[src/hdl/swsm_pkg.sv]
// swsm_pkg: shared types and constants of the star wildcard segment matcher
// used by the channel interfaces, the matcher cells, the result queue and the top level
// no dependencies
`default_nettype none

package swsm_pkg;

  // default sizes handed to the top level parameters
  localparam int PATTERN_DEPTH_DEF = 64;
  localparam int SEGMENT_LIMIT_DEF = 32;
  localparam int TEXT_LIMIT_DEF    = 1024;

  // fixed field widths of the channels
  localparam int CMD_W   = 2;
  localparam int SYM_W   = 8;
  localparam int GAP_W   = 10;
  localparam int LEN_W   = 7;
  localparam int IDX_W   = 5;
  localparam int STAT_W  = 2;
  localparam int CNT_W   = 6;

  // largest value the gap field can carry
  localparam int GAP_FIELD_MAX = 1023;

  // separator byte in the pattern
  localparam logic [SYM_W-1:0] STAR_BYTE = 8'h2A;

  // result queue depth, a power of two
  localparam int RESULT_FIFO_DEPTH = 4;

  typedef enum logic [CMD_W-1:0] {
    CMD_PATTERN = 2'd0,
    CMD_TEXT    = 2'd1,
    CMD_CLEAR   = 2'd2
  } swsm_cmd_t;

  typedef enum logic [STAT_W-1:0] {
    ST_NO_MATCH = 2'd0,
    ST_MATCH    = 2'd1,
    ST_OVERFLOW = 2'd2
  } swsm_status_t;

  localparam logic KIND_FIND    = 1'b0;
  localparam logic KIND_VERDICT = 1'b1;

  typedef enum logic [2:0] {
    PH_PATTERN = 3'b001,
    PH_TEXT    = 3'b010,
    PH_DONE    = 3'b100
  } swsm_phase_t;

  typedef struct packed {
    logic               kind;
    logic [GAP_W-1:0]   gap;
    logic [LEN_W-1:0]   segment_length;
    logic [IDX_W-1:0]   segment_index;
    swsm_status_t       status;
    logic [CNT_W-1:0]   segment_count;
    logic               last;
  } swsm_result_t;

  // up to two results written into the queue in one cycle
  typedef struct packed {
    logic         wr0;
    logic         wr1;
    swsm_result_t res0;
    swsm_result_t res1;
  } swsm_push_t;

endpackage

`default_nettype wire

[src/hdl/swsm_channels_if.sv]
// swsm_in_if and swsm_out_if: valid/ready channels of the matcher
// depends on swsm_pkg for field widths
`default_nettype none

interface swsm_in_if;
  import swsm_pkg::*;

  logic             valid;
  logic             ready;
  logic [CMD_W-1:0] command;
  logic [SYM_W-1:0] symbol;
  logic             end_of_text;

  modport source (output valid, output command, output symbol, output end_of_text,
                  input ready);
  modport sink   (input valid, input command, input symbol, input end_of_text,
                  output ready);
endinterface

interface swsm_out_if;
  import swsm_pkg::*;

  logic              valid;
  logic              ready;
  logic              kind;
  logic [GAP_W-1:0]  gap;
  logic [LEN_W-1:0]  segment_length;
  logic [IDX_W-1:0]  segment_index;
  logic [STAT_W-1:0] status;
  logic [CNT_W-1:0]  segment_count;
  logic              last;

  modport source (output valid, output kind, output gap, output segment_length,
                  output segment_index, output status, output segment_count,
                  output last, input ready);
  modport sink   (input valid, input kind, input gap, input segment_length,
                  input segment_index, input status, input segment_count,
                  input last, output ready);
endinterface

`default_nettype wire

[src/hdl/star_wildcard_segment_matcher_unit.sv]
// Star wildcard segment matcher. A job is loaded as pattern bytes (command pattern),
// then streamed as text bytes (command text); command clear starts a new job.
// Runs of '*' split the pattern into literal segments, found in order, leftmost,
// without overlap. Each find gives a result with the gap since the previous match end
// and the segment length; the byte flagged end_of_text also gives a verdict (match,
// no match, pattern overflow) with the segment count.
// Input channel in_if, result channel out_if, both valid/ready.
// Throughput: one input byte per cycle, pattern or text, while the result queue has
// room. A text byte is checked in the cycle of its transfer by a chain of cells, one
// per pattern position, each passing its partial-match bit to its neighbour; its
// results are written into the result queue, which feeds out_if. A byte may cause
// two results, so a four-entry result queue sits at the output: in_if.ready drops
// while fewer than two entries are free, so a stalled receiver holds off input.
// Reset clears the job state and the queue; pattern and segment storage are left
// as they are and are overwritten by the next pattern.
`default_nettype none

module star_wildcard_segment_matcher_unit #(
  parameter int PATTERN_DEPTH = swsm_pkg::PATTERN_DEPTH_DEF,
  parameter int SEGMENT_LIMIT = swsm_pkg::SEGMENT_LIMIT_DEF,
  parameter int TEXT_LIMIT    = swsm_pkg::TEXT_LIMIT_DEF
) (
  input  logic       clk,
  input  logic       rst_n,
  swsm_in_if.sink    in_if,
  swsm_out_if.source out_if
);
  import swsm_pkg::*;

  localparam int PW        = $clog2(PATTERN_DEPTH);
  localparam int LW        = $clog2(PATTERN_DEPTH + 1);
  localparam int SW        = $clog2(SEGMENT_LIMIT + 1);
  localparam int SAW       = $clog2(SEGMENT_LIMIT);
  localparam int SEG_SLOTS = 1 << SAW;
  localparam int GAP_CAP   = (TEXT_LIMIT - 1 < GAP_FIELD_MAX) ? TEXT_LIMIT - 1
                                                              : GAP_FIELD_MAX;
  localparam int COUNT_CAP = GAP_CAP + PATTERN_DEPTH;
  localparam int BW        = $clog2(COUNT_CAP + 1);

  typedef struct packed {
    logic [PW-1:0] start;
    logic [PW-1:0] last_pos;
    logic [LW-1:0] len;
  } seg_info_t;

  // job state
  logic [LW-1:0] fill_r, fill_nxt;
  logic [SW-1:0] segs_r, segs_nxt;
  logic          star_run_r, star_run_nxt;
  logic          ovf_r, ovf_nxt;
  logic [SW-1:0] cur_seg_r, cur_seg_nxt;
  logic [BW-1:0] bs_r, bs_nxt;
  swsm_phase_t   phase_r, phase_nxt;
  logic [PW-1:0] ld_start_r, ld_start_nxt;
  logic [LW-1:0] ld_len_r, ld_len_nxt;

  // segment table
  seg_info_t     seg_mem [SEG_SLOTS];
  seg_info_t     seg_info_r;
  seg_info_t     tbl_wdata;
  logic          tbl_we;
  logic [SAW-1:0] tbl_waddr, tbl_raddr;

  // decode
  logic accept, pat_cmd, text_cmd, clear_cmd;
  logic pat_acc, step, job_clear, eot;
  logic cell_we, is_star_sym;
  logic [SW-1:0] seg_prev;

  // matcher chain
  logic [PATTERN_DEPTH-1:0] hit_nxt_vec;
  logic [PATTERN_DEPTH-1:0] chain_vec;

  // text side
  logic          seg_active, hit_end, seg_found;
  logic [BW-1:0] bs_inc, gap_raw, gap_sat;
  swsm_status_t  verdict_status;
  swsm_result_t  find_res, verdict_res;
  swsm_push_t    push;
  logic          room;

  assign accept = in_if.valid && in_if.ready;
  assign eot    = in_if.end_of_text;

  always_comb begin
    pat_cmd   = 1'b0;
    text_cmd  = 1'b0;
    clear_cmd = 1'b0;
    unique case (in_if.command)
      CMD_PATTERN: pat_cmd   = 1'b1;
      CMD_TEXT:    text_cmd  = 1'b1;
      CMD_CLEAR:   clear_cmd = 1'b1;
      default: ;
    endcase
  end

  assign pat_acc   = accept && pat_cmd && (phase_r == PH_PATTERN);
  assign step      = accept && text_cmd && (phase_r != PH_DONE);
  assign job_clear = accept && clear_cmd;

  // pattern loading: store bytes, open and extend segments
  assign is_star_sym = (in_if.symbol == STAR_BYTE);
  assign seg_prev    = segs_r - SW'(1);

  always_comb begin
    fill_nxt     = fill_r;
    segs_nxt     = segs_r;
    star_run_nxt = star_run_r;
    ovf_nxt      = ovf_r;
    ld_start_nxt = ld_start_r;
    ld_len_nxt   = ld_len_r;
    cell_we      = 1'b0;
    tbl_we       = 1'b0;
    tbl_waddr    = '0;
    tbl_wdata    = '0;
    if (pat_acc) begin
      if (fill_r >= LW'(PATTERN_DEPTH)) begin
        ovf_nxt = 1'b1;
      end else if (is_star_sym) begin
        cell_we      = 1'b1;
        fill_nxt     = fill_r + LW'(1);
        star_run_nxt = 1'b1;
      end else if (star_run_r && (segs_r >= SW'(SEGMENT_LIMIT))) begin
        ovf_nxt = 1'b1;
      end else begin
        cell_we  = 1'b1;
        fill_nxt = fill_r + LW'(1);
        tbl_we   = 1'b1;
        if (star_run_r) begin
          segs_nxt     = segs_r + SW'(1);
          star_run_nxt = 1'b0;
          ld_start_nxt = fill_r[PW-1:0];
          ld_len_nxt   = LW'(1);
          tbl_waddr    = segs_r[SAW-1:0];
        end else begin
          ld_len_nxt = ld_len_r + LW'(1);
          tbl_waddr  = seg_prev[SAW-1:0];
        end
        tbl_wdata.start    = ld_start_nxt;
        tbl_wdata.last_pos = fill_r[PW-1:0];
        tbl_wdata.len      = ld_len_nxt;
      end
    end
  end

  // segment table, read-first with bypass of a same-cycle write
  always_ff @(posedge clk) begin
    if (tbl_we) begin
      seg_mem[tbl_waddr] <= tbl_wdata;
    end
  end

  assign tbl_raddr = cur_seg_nxt[SAW-1:0];

  always_ff @(posedge clk) begin
    if (tbl_we && (tbl_waddr == tbl_raddr)) begin
      seg_info_r <= tbl_wdata;
    end else begin
      seg_info_r <= seg_mem[tbl_raddr];
    end
  end

  // chain of match cells, one per pattern position
  for (genvar k = 0; k < PATTERN_DEPTH; k++) begin : g_cell
    logic cin;
    if (k == 0) begin : g_first
      assign cin = 1'b0;
    end else begin : g_rest
      assign cin = chain_vec[k-1];
    end
    swsm_cell u_cell (
      .clk       (clk),
      .rst_n     (rst_n),
      .clear     (job_clear),
      .load_en   (cell_we && (fill_r[PW-1:0] == PW'(k))),
      .load_byte (in_if.symbol),
      .step      (step),
      .text_byte (in_if.symbol),
      .arm       (seg_info_r.start == PW'(k)),
      .chain_in  (cin),
      .chain_out (chain_vec[k]),
      .hit_nxt   (hit_nxt_vec[k])
    );
  end

  // find detection at the last position of the current segment
  assign seg_active = !ovf_r && (cur_seg_r < segs_r);
  assign hit_end    = hit_nxt_vec[seg_info_r.last_pos];
  assign seg_found  = step && seg_active && hit_end;

  assign bs_inc  = (bs_r < BW'(COUNT_CAP)) ? bs_r + BW'(1) : bs_r;
  assign gap_raw = bs_inc - BW'(seg_info_r.len);
  assign gap_sat = (gap_raw > BW'(GAP_CAP)) ? BW'(GAP_CAP) : gap_raw;

  always_comb begin
    cur_seg_nxt = cur_seg_r;
    bs_nxt      = bs_r;
    phase_nxt   = phase_r;
    if (job_clear) begin
      cur_seg_nxt = '0;
    end else if (step) begin
      phase_nxt = eot ? PH_DONE : PH_TEXT;
      if (seg_found) begin
        cur_seg_nxt = cur_seg_r + SW'(1);
        bs_nxt      = '0;
      end else begin
        bs_nxt = bs_inc;
      end
    end
  end

  always_comb begin
    if (ovf_r) begin
      verdict_status = ST_OVERFLOW;
    end else if (cur_seg_nxt >= segs_r) begin
      verdict_status = ST_MATCH;
    end else begin
      verdict_status = ST_NO_MATCH;
    end
  end

  // results of one text byte
  always_comb begin
    find_res                = '0;
    find_res.kind           = KIND_FIND;
    find_res.gap            = GAP_W'(gap_sat);
    find_res.segment_length = LEN_W'(seg_info_r.len);
    find_res.segment_index  = IDX_W'(cur_seg_r);
    find_res.status         = ST_NO_MATCH;
    find_res.last           = !eot;

    verdict_res               = '0;
    verdict_res.kind          = KIND_VERDICT;
    verdict_res.status        = verdict_status;
    verdict_res.segment_count = CNT_W'(segs_r);
    verdict_res.last          = 1'b1;

    push.wr0  = seg_found || (step && eot);
    push.wr1  = seg_found && eot;
    push.res0 = seg_found ? find_res : verdict_res;
    push.res1 = verdict_res;
  end

  // job registers
  always_ff @(posedge clk) begin
    if (!rst_n || job_clear) begin
      fill_r     <= '0;
      segs_r     <= '0;
      star_run_r <= 1'b1;
      ovf_r      <= 1'b0;
      cur_seg_r  <= '0;
      bs_r       <= '0;
      phase_r    <= PH_PATTERN;
    end else begin
      fill_r     <= fill_nxt;
      segs_r     <= segs_nxt;
      star_run_r <= star_run_nxt;
      ovf_r      <= ovf_nxt;
      cur_seg_r  <= cur_seg_nxt;
      bs_r       <= bs_nxt;
      phase_r    <= phase_nxt;
    end
  end

  // open segment bookkeeping
  always_ff @(posedge clk) begin
    ld_start_r <= ld_start_nxt;
    ld_len_r   <= ld_len_nxt;
  end

  swsm_result_fifo u_result_fifo (
    .clk    (clk),
    .rst_n  (rst_n),
    .push   (push),
    .room   (room),
    .out_if (out_if)
  );

  assign in_if.ready = room;

endmodule

`default_nettype wire

[src/hdl/swsm_cell.sv]
// swsm_cell: one pattern position of the matcher chain
// holds a pattern byte and a partial-match bit handed on to the next cell
// depends on swsm_pkg
`default_nettype none

module swsm_cell (
  input  logic                       clk,
  input  logic                       rst_n,
  input  logic                       clear,
  input  logic                       load_en,
  input  logic [swsm_pkg::SYM_W-1:0] load_byte,
  input  logic                       step,
  input  logic [swsm_pkg::SYM_W-1:0] text_byte,
  input  logic                       arm,
  input  logic                       chain_in,
  output logic                       chain_out,
  output logic                       hit_nxt
);
  import swsm_pkg::*;

  logic [SYM_W-1:0] pat_r;
  logic             star_r;
  logic             hit_r;

  // pattern byte, written once per job
  always_ff @(posedge clk) begin
    if (load_en) begin
      pat_r  <= load_byte;
      star_r <= (load_byte == STAR_BYTE);
    end
  end

  // prefix of the segment matches up to here, started at arm or carried from the left
  assign hit_nxt = (text_byte == pat_r) && !star_r && (arm || chain_in);

  always_ff @(posedge clk) begin
    if (!rst_n || clear) begin
      hit_r <= 1'b0;
    end else if (step) begin
      hit_r <= hit_nxt;
    end
  end

  assign chain_out = hit_r;

endmodule

`default_nettype wire

[src/hdl/swsm_result_fifo.sv]
// swsm_result_fifo: small result queue between the matcher and the output channel
// takes up to two results per cycle, hands out one per transfer
// depends on swsm_pkg and swsm_out_if
`default_nettype none

module swsm_result_fifo (
  input  logic                 clk,
  input  logic                 rst_n,
  input  swsm_pkg::swsm_push_t push,
  output logic                 room,
  swsm_out_if.source           out_if
);
  import swsm_pkg::*;

  localparam int PTR_W  = $clog2(RESULT_FIFO_DEPTH);
  localparam int FILL_W = $clog2(RESULT_FIFO_DEPTH + 1);

  swsm_result_t      queue_mem [RESULT_FIFO_DEPTH];
  logic [PTR_W-1:0]  head_r, tail_r;
  logic [PTR_W-1:0]  head_nxt, tail_nxt;
  logic [FILL_W-1:0] count_r, count_nxt;
  logic              pop;
  swsm_result_t      head_res;

  assign pop = (count_r != '0) && out_if.ready;

  // queue storage
  always_ff @(posedge clk) begin
    if (push.wr0) begin
      queue_mem[tail_r] <= push.res0;
    end
    if (push.wr1) begin
      queue_mem[tail_r + PTR_W'(1)] <= push.res1;
    end
  end

  // pointers and fill level
  always_comb begin
    tail_nxt  = tail_r + PTR_W'(push.wr0) + PTR_W'(push.wr1);
    head_nxt  = head_r + PTR_W'(pop);
    count_nxt = count_r + FILL_W'(push.wr0) + FILL_W'(push.wr1) - FILL_W'(pop);
  end

  always_ff @(posedge clk) begin
    if (!rst_n) begin
      head_r  <= '0;
      tail_r  <= '0;
      count_r <= '0;
    end else begin
      head_r  <= head_nxt;
      tail_r  <= tail_nxt;
      count_r <= count_nxt;
    end
  end

  // space for the two results one input can cause
  assign room = (count_r <= FILL_W'(RESULT_FIFO_DEPTH - 2));

  // output channel
  assign head_res              = queue_mem[head_r];
  assign out_if.valid          = (count_r != '0);
  assign out_if.kind           = head_res.kind;
  assign out_if.gap            = head_res.gap;
  assign out_if.segment_length = head_res.segment_length;
  assign out_if.segment_index  = head_res.segment_index;
  assign out_if.status         = head_res.status;
  assign out_if.segment_count  = head_res.segment_count;
  assign out_if.last           = head_res.last;

endmodule

`default_nettype wire

[src/flat_wrapper.sv]
// flat-port wrapper written by rule: the top's interface ports become plain ports
module star_wildcard_segment_matcher_unit_flat import swsm_pkg::*;
#(
  parameter int PATTERN_DEPTH = swsm_pkg::PATTERN_DEPTH_DEF,
  parameter int SEGMENT_LIMIT = swsm_pkg::SEGMENT_LIMIT_DEF,
  parameter int TEXT_LIMIT    = swsm_pkg::TEXT_LIMIT_DEF
)
  (clk, rst_n, in_if_valid, in_if_command, in_if_symbol, in_if_end_of_text, in_if_ready, out_if_valid, out_if_kind, out_if_gap, out_if_segment_length, out_if_segment_index, out_if_status, out_if_segment_count, out_if_last, out_if_ready);
  swsm_in_if in_if_i ();
  swsm_out_if out_if_i ();
  input  logic clk;
  input  logic rst_n;
  input wire logic [$bits(in_if_i.valid)-1:0] in_if_valid;
  input wire logic [$bits(in_if_i.command)-1:0] in_if_command;
  input wire logic [$bits(in_if_i.symbol)-1:0] in_if_symbol;
  input wire logic [$bits(in_if_i.end_of_text)-1:0] in_if_end_of_text;
  output wire logic [$bits(in_if_i.ready)-1:0] in_if_ready;
  output wire logic [$bits(out_if_i.valid)-1:0] out_if_valid;
  output wire logic [$bits(out_if_i.kind)-1:0] out_if_kind;
  output wire logic [$bits(out_if_i.gap)-1:0] out_if_gap;
  output wire logic [$bits(out_if_i.segment_length)-1:0] out_if_segment_length;
  output wire logic [$bits(out_if_i.segment_index)-1:0] out_if_segment_index;
  output wire logic [$bits(out_if_i.status)-1:0] out_if_status;
  output wire logic [$bits(out_if_i.segment_count)-1:0] out_if_segment_count;
  output wire logic [$bits(out_if_i.last)-1:0] out_if_last;
  input wire logic [$bits(out_if_i.ready)-1:0] out_if_ready;
  assign in_if_i.valid = in_if_valid;
  assign in_if_i.command = in_if_command;
  assign in_if_i.symbol = in_if_symbol;
  assign in_if_i.end_of_text = in_if_end_of_text;
  assign in_if_ready = in_if_i.ready;
  assign out_if_valid = out_if_i.valid;
  assign out_if_kind = out_if_i.kind;
  assign out_if_gap = out_if_i.gap;
  assign out_if_segment_length = out_if_i.segment_length;
  assign out_if_segment_index = out_if_i.segment_index;
  assign out_if_status = out_if_i.status;
  assign out_if_segment_count = out_if_i.segment_count;
  assign out_if_last = out_if_i.last;
  assign out_if_i.ready = out_if_ready;
  star_wildcard_segment_matcher_unit #(.PATTERN_DEPTH(PATTERN_DEPTH), .SEGMENT_LIMIT(SEGMENT_LIMIT), .TEXT_LIMIT(TEXT_LIMIT)) u_core (.clk(clk), .rst_n(rst_n), .in_if(in_if_i), .out_if(out_if_i));
endmodule
[config.mk]
export PLATFORM = sky130hd
export DESIGN_NAME = star_wildcard_segment_matcher_unit_flat
export DESIGN_NICKNAME = d
export VERILOG_FILES = /design/src/hdl/swsm_pkg.sv /design/src/hdl/swsm_channels_if.sv /design/src/hdl/star_wildcard_segment_matcher_unit.sv /design/src/hdl/swsm_cell.sv /design/src/hdl/swsm_result_fifo.sv /design/src/flat_wrapper.sv
export SDC_FILE = /design/constraint.sdc
export NUM_CORES = 2
export LEC_CHECK = 0
export BUFFER_PORTS_ARGS = -buffer_cell sky130_fd_sc_hd__buf_2
export CORE_MARGIN = 10
export CORE_UTILIZATION = 50
export CTS_BUF_LIST = sky130_fd_sc_hd__clkbuf_2 sky130_fd_sc_hd__clkbuf_4 sky130_fd_sc_hd__clkbuf_8
export DETAILED_ROUTE_END_ITERATION = 12
export HOLD_SLACK_MARGIN = 0.12
export MAX_ROUTING_LAYER = met4
export PLACE_DENSITY = 0.74
export SETUP_SLACK_MARGIN = 0.3
export SLEW_MARGIN = 15
export SYNTH_ARGS = -nofsm -noshare
export SYNTH_HDL_FRONTEND = slang
export SYNTH_SLANG_ARGS = --single-unit
[constraint.sdc]
create_clock -name clk -period 7.5 [get_ports clk]
set_input_delay 1.125 -clock clk [delete_from_list [all_inputs] [get_ports clk]]
set_output_delay 1.125 -clock clk [all_outputs]
set_load 0.005 [all_outputs]
# Word-level counts from Yosys, hierarchy flattened
# Memory sizes are Yosys's and may differ from the RTL's. A register that Yosys moved wholly into a read port is not among the register bits.
# Index checks and enable logic that the tools add are counted.
# Widths: inputs -> output; s select.
# word_totals
reg_bits,694
elab_cells,822
output_inout_bits,34
ram_bits,736
in_bits,15
mem_count,2
# op_classes
bitwise_logic,4
magnitude_cmp,8
n_eq_ne,197
n_mux,47
addsub,14
n_reduce_logical,347
# memory_table
name,words,width,read_ports,rd_ports_with_merged_regs,write_ports,line,text
u_core.seg_mem,32,19,1,1,1,star_wildcard_segment_matcher_unit.sv:58,seg_info_t seg_mem [SEG_SLOTS];
u_core.u_result_fifo.queue_mem,4,32,1,1,2,swsm_result_fifo.sv:18,swsm_result_t queue_mem [RESULT_FIFO_DEPTH];
# op_table
operator,count
$eq 8x8->1,64
$eq 6x6->1 const B,64
$logic_and 1x1->1,205
$eq 6x5->1 const B,32
$eq 6x4->1 const B,16
$mux 19,4
$logic_not 1->1,67
$logic_or 1x1->1,65
$eq 6x3->1 const B,8
$mux 32,1
$mux 5,5
$eq 6x2->1 const B,4
$mux 6,4
$mux 1,23
$mux 11,2
$mux 7,3
$add 7x1->7 const B,2
$add 6x1->6 const B,2
$eq 6x1->1 const B,2
$logic_not 6->1,2
$add 11x1->11 const B,1
$gt 11x10->1 const B,1
$lt 11x11->1 const B,1
$sub 11x7->11,1
30 further kinds,38

# Logic depth before layout (Yosys ltp)
# logic_depth
ltp_word,13
mapped_depth,32
depth_no_buf,24

# Modules after synthesis
# A second synthesis with hierarchy kept.
# unflattened
hier_cells,3807
area_unflattened_um2,62726.4
# by_module_without_submodules
module,seq_area_each_um2,cells_each,n_inst,area_per_inst_um2
star_wildcard_segment_matcher_unit,19448.7,1663,1,28229.6
swsm_cell,290.3,28,64,436.7
swsm_result_fifo,3983.8,352,1,6550.0

# Least setup slack after synthesis
# Ideal clock, no wire load.
# synth_path
kind,in2reg
start,in in_if_symbol[1]
end,mem u_core.u_result_fifo.queue_mem[1][7] in the netlist's numbering (data pin)
arrival_time_ns,5.868
setup_slack_ns,1.377
t_required_ns,7.245
stages,25
setup_time_ns,0.255
path_buffers,6
path_cell_list,buf_1 clkbuf_1 buf_2 buf_1 xor2_1 nor4_1 nand4_1 nor4_1 a41oi_1 nand3_1 nand2_1 a21oi_2 buf_6 buf_2 mux2i_1 nor2_1 ha_1 a21o_1 a21oi_1 nor2b_1 o21ai_0 nand2b_1 a21oi_1 nor2_1 and3_1
# synth_lines
element,line,text
"start, declared",flat_wrapper.sv:15,input wire logic [$bits(in_if_i.symbol)-1:0] in_if_symbol;
"end, declared",swsm_result_fifo.sv:18,

==> impl_metrics.tcl <==
set metrics [dict create \
    status "finished clean" \
    area_delta_synth_final_pct 12.22 \
    synth_edf_count 1229 \
    routabilityCongestion 0.9670 \
    htreeDepth 4 \
    async_flop_share_pct 0 \
    io-pin-count 49 \
    setup_tns_ps 0 \
    vias 35100 \
    topRoutingLayerUsed "met4" \
    routed_wl_um 147300 \
    fin_skew_ps 75.21 \
    dieArea_um2 134900 \
    synth_ff_type "edfxtp_1" \
    wl_met3_um 12740 \
    synth_top_family_by_area "multiplexers" \
    clk_latency_ps 960 \
    nFillCells 9172 \
    io_buffers 48 \
    grt_pass1_vias 34510 \
    powerDensity_nw_per_um2 240.5 \
    relSlewSlack_pct 17.22 \
    end_kind "flip-flop" \
    initial_core_util_pct 50.33 \
    syn_area_um2 60300 \
    yosys_register_bits 1435 \
    num-nets-final 4155 \
    finish.utilization_pct 56.48 \
    cts_tree "done" \
    synth_xor_area_share_pct 7.945 \
    antenna_found_initial 3 \
    cts_buffers 219 \
    dieWidth_um 367.3 \
    layout-drive-gt1-share_pct 20.43 \
    slew_viol_final 0 \
    met2_wirelength_um 69090 \
    grt_overflow_total 0 \
    worst-setup-path-type "flip-flop to flip-flop" \
    worstPathArrival_ps 7530 \
    synth_nets 3945 \
    hold_violations 0 \
    final_common_cell "edfxtp_1" \
    synthCells 3894 \
    hold_path.class "flip-flop to flip-flop" \
    startpoint_type "flip-flop" \
    synth_compound_area_share_pct 5.065 \
    yosys.area_share.simple_pct 7.551 \
    drt_first_pass_iters 6 \
    setup_violations 0 \
    avgSynthCellArea_um2 15.49 \
    cap_violations 0 \
    finalCritPeriodShare_pct 91.21 \
    cts-root-buf "clkbuf_8" \
    fmax_mhz 146.2 \
    die_y_um 367.3 \
    clk_path_buf_depth 3 \
    yosys_warnings 0 \
    cp_max_fo 29 \
    cts.sinks 1435 \
    grt_setup_unrepaired "false" \
    synthAdderAreaFrac_pct 0.7968 \
    row_count 127 \
    final_cell_mix "1229 x edfxtp_1, 438 x xnor2_1, 232 x clkbuf_8" \
    clk_pin_slew_ps 70 \
    min_period_ps 6840 \
    grt_pass1_wl_um 221400 \
    track_usage_pct 22.04 \
    core_area_um2 119800 \
    dp_hpwl_um 89290 \
    leakage_nw 22.15 \
    critical_path_required_ps 8190 \
    ys_seq_area_share_pct 68.04 \
    ctsHoldBuffers 0 \
    synth_cell_types 95 \
    wl_met1_um 61630 \
    ir_drop_v 0.0001523 \
    vias_per_cell 5.955 \
    drt_iter0_drc 3970 \
    grt_max_degree 97 \
    muxShareOfSynthArea_pct 8.320 \
    routedWlPerCell_um 24.99 \
    drc 0 \
    worstMarginPinSlew_ps 1242 \
    final_antenna_net_count 0 \
]
==> cells by family after synthesis <==
| kind of cell | Yosys count |
|---|---|
| multiplexers | 254 |
| flip-flops | 1435 |
| AND/OR/NAND/NOR | 901 |
| XOR/XNOR | 547 |
| buffers and inverters | 306 |
| AO/OA/AOI/OAI | 415 |
| adder cells (fa/ha/maj) | 36 |
==> stage by stage <==
stage	cell area (um^2)	setup slack [ps]	power [mW]	hold slack (ps)	cells
final	67670	659.6	16.27	455.7	5895
after global routing	67670	364.5	16.82	457.3	5895
after CTS	67560	418.3	16.39	413.6	5892
after detailed placement	63100	215.0	9.887	441.5	5493
after global placement	63100	260.2	9.865	433.5	5493
after floorplan	60300	1377	9.507	421.1	3894
==> critical path, stage by stage, from the launching register on <==
cell,delay [ps]
dfxtp_4,570
buf_12,280
mux4_2,540
mux4_2,520
mux2i_4,300
nor2b_1,80
buf_4,230
a41oi_4,370
nor4_4,110
a2111oi_0,520
o221ai_1,260
a311oi_4,480
nor2_2,70
ha_1,300
nand2_1,50
a21oi_1,240
inv_1,70
ha_1,270
nand2b_1,140
a21o_1,180
a21oi_1,210
nor2b_1,70
o21ai_0,150
nand2b_1,70
a21oi_1,150
nor2_1,90
and3_1,190
==> flip-flops by register name (all words and copies together), names as in the netlist, 6 cells and up, named ones only <==
name and flops:
u_core.fill_r 7, u_core.segs_r 6, u_core.seg_mem 608, u_core.cur_seg_r 6, u_core.bs_r 11, u_core.g_cell.u_cell.pat_r 512
u_core.ld_start_r 6, u_core.g_cell.u_cell.chain_out 63, u_core.u_result_fifo.queue_mem 128, u_core.g_cell.u_cell.star_r 64, u_core.ld_len_r 7
==> layout make-up <==
type,count,area [um^2],area share (%)
clock buffer,296,3674,5.429
clock inverter,103,785.8,1.161
sequential,1435,41040,60.65
multi-input combinational,2153,18140,26.80
inverter,73,274.0,0.4049
timing repair buffer,222,1737,2.566
tap,1612,2017,2.981
antenna,1,2.502,0.003698
==> worst paths after layout <==
check / cells after the start / slack [ps] / end / start
max: 26 / 660 / u_core.u_result_fifo.queue_mem[3][7]$_DFFE_PP_ / flip-flop
min: 2 / 460 / u_core.g_cell[53].u_cell.chain_out$_SDFFE_PP0P_ / u_core.g_cell[53].u_cell.chain_out$_SDFFE_PP0P_
max reg2reg: 26 / 660 / u_core.u_result_fifo.queue_mem[3][7]$_DFFE_PP_ / flip-flop
min reg2reg: 2 / 460 / u_core.g_cell[53].u_cell.chain_out$_SDFFE_PP0P_ / u_core.g_cell[53].u_cell.chain_out$_SDFFE_PP0P_
==> Yosys cell counts (7+ instances only) <==
library cell	instances	area (um^2)
a21o_1	16	120.1
nand2b_1	12	75.07
edfxtp_1	1229	36910
xor2_1	109	954.7
buf_1	44	165.2
nand4_1	133	832.1
buf_2	59	295.3
and3_1	40	250.2
buf_6	10	112.6
dfxtp_1	206	4124
nand2_1	173	649.4
or3_1	13	81.33
a41oi_1	51	446.7
ha_1	32	400.4
o2bb2ai_1	18	157.7
a31o_2	12	105.1
inv_1	68	255.2
nand3_1	62	310.3
o31ai_1	15	112.6
clkbuf_1	101	379.1
and2_1	20	125.1
mux2i_1	44	440.4
xnor2_1	438	3836
nor2b_1	21	131.4
buf_4	17	127.6
a22o_1	35	306.5
nor2_1	218	818.3
o21ai_0	47	235.2
a21oi_1	104	520.5
mux2_2	12	135.1
mux4_2	195	4392
nand3b_1	7	52.55
or4_1	10	75.07
a22oi_1	22	165.2
nor4_1	43	269.0
nor3_1	117	585.6
o21ai_1	7	35.03
==> routing by layer <==
metal / global-route usage, % / vias up
li1: - / 15380
met2: 33.29 / 1642
met4: 6.939 / 0
met3: 4.614 / 265
met1: 29.97 / 17820
met5: - / -
==> repair_timing <==
| action | CTS | global route |
|---|---|---|
| resized for setup | 1 | 5 |
| endpoints found under the hold margin | 0 | 0 |
| buffers inserted | 0 | 1 |
| endpoints found under the setup margin | 4 | 26 |
| gates cloned | 0 | 0 |
| pin swaps | 0 | 0 |
==> report_power, final <==
part           internal, mW  switching (mW)  leakage [nW]
clock                  3.48            3.07          2.35
sequential             8.67          0.0355          13.4
combinational         0.382           0.631          6.41
total                  12.5            3.74          22.1
(Power assumes the default switching activity.)
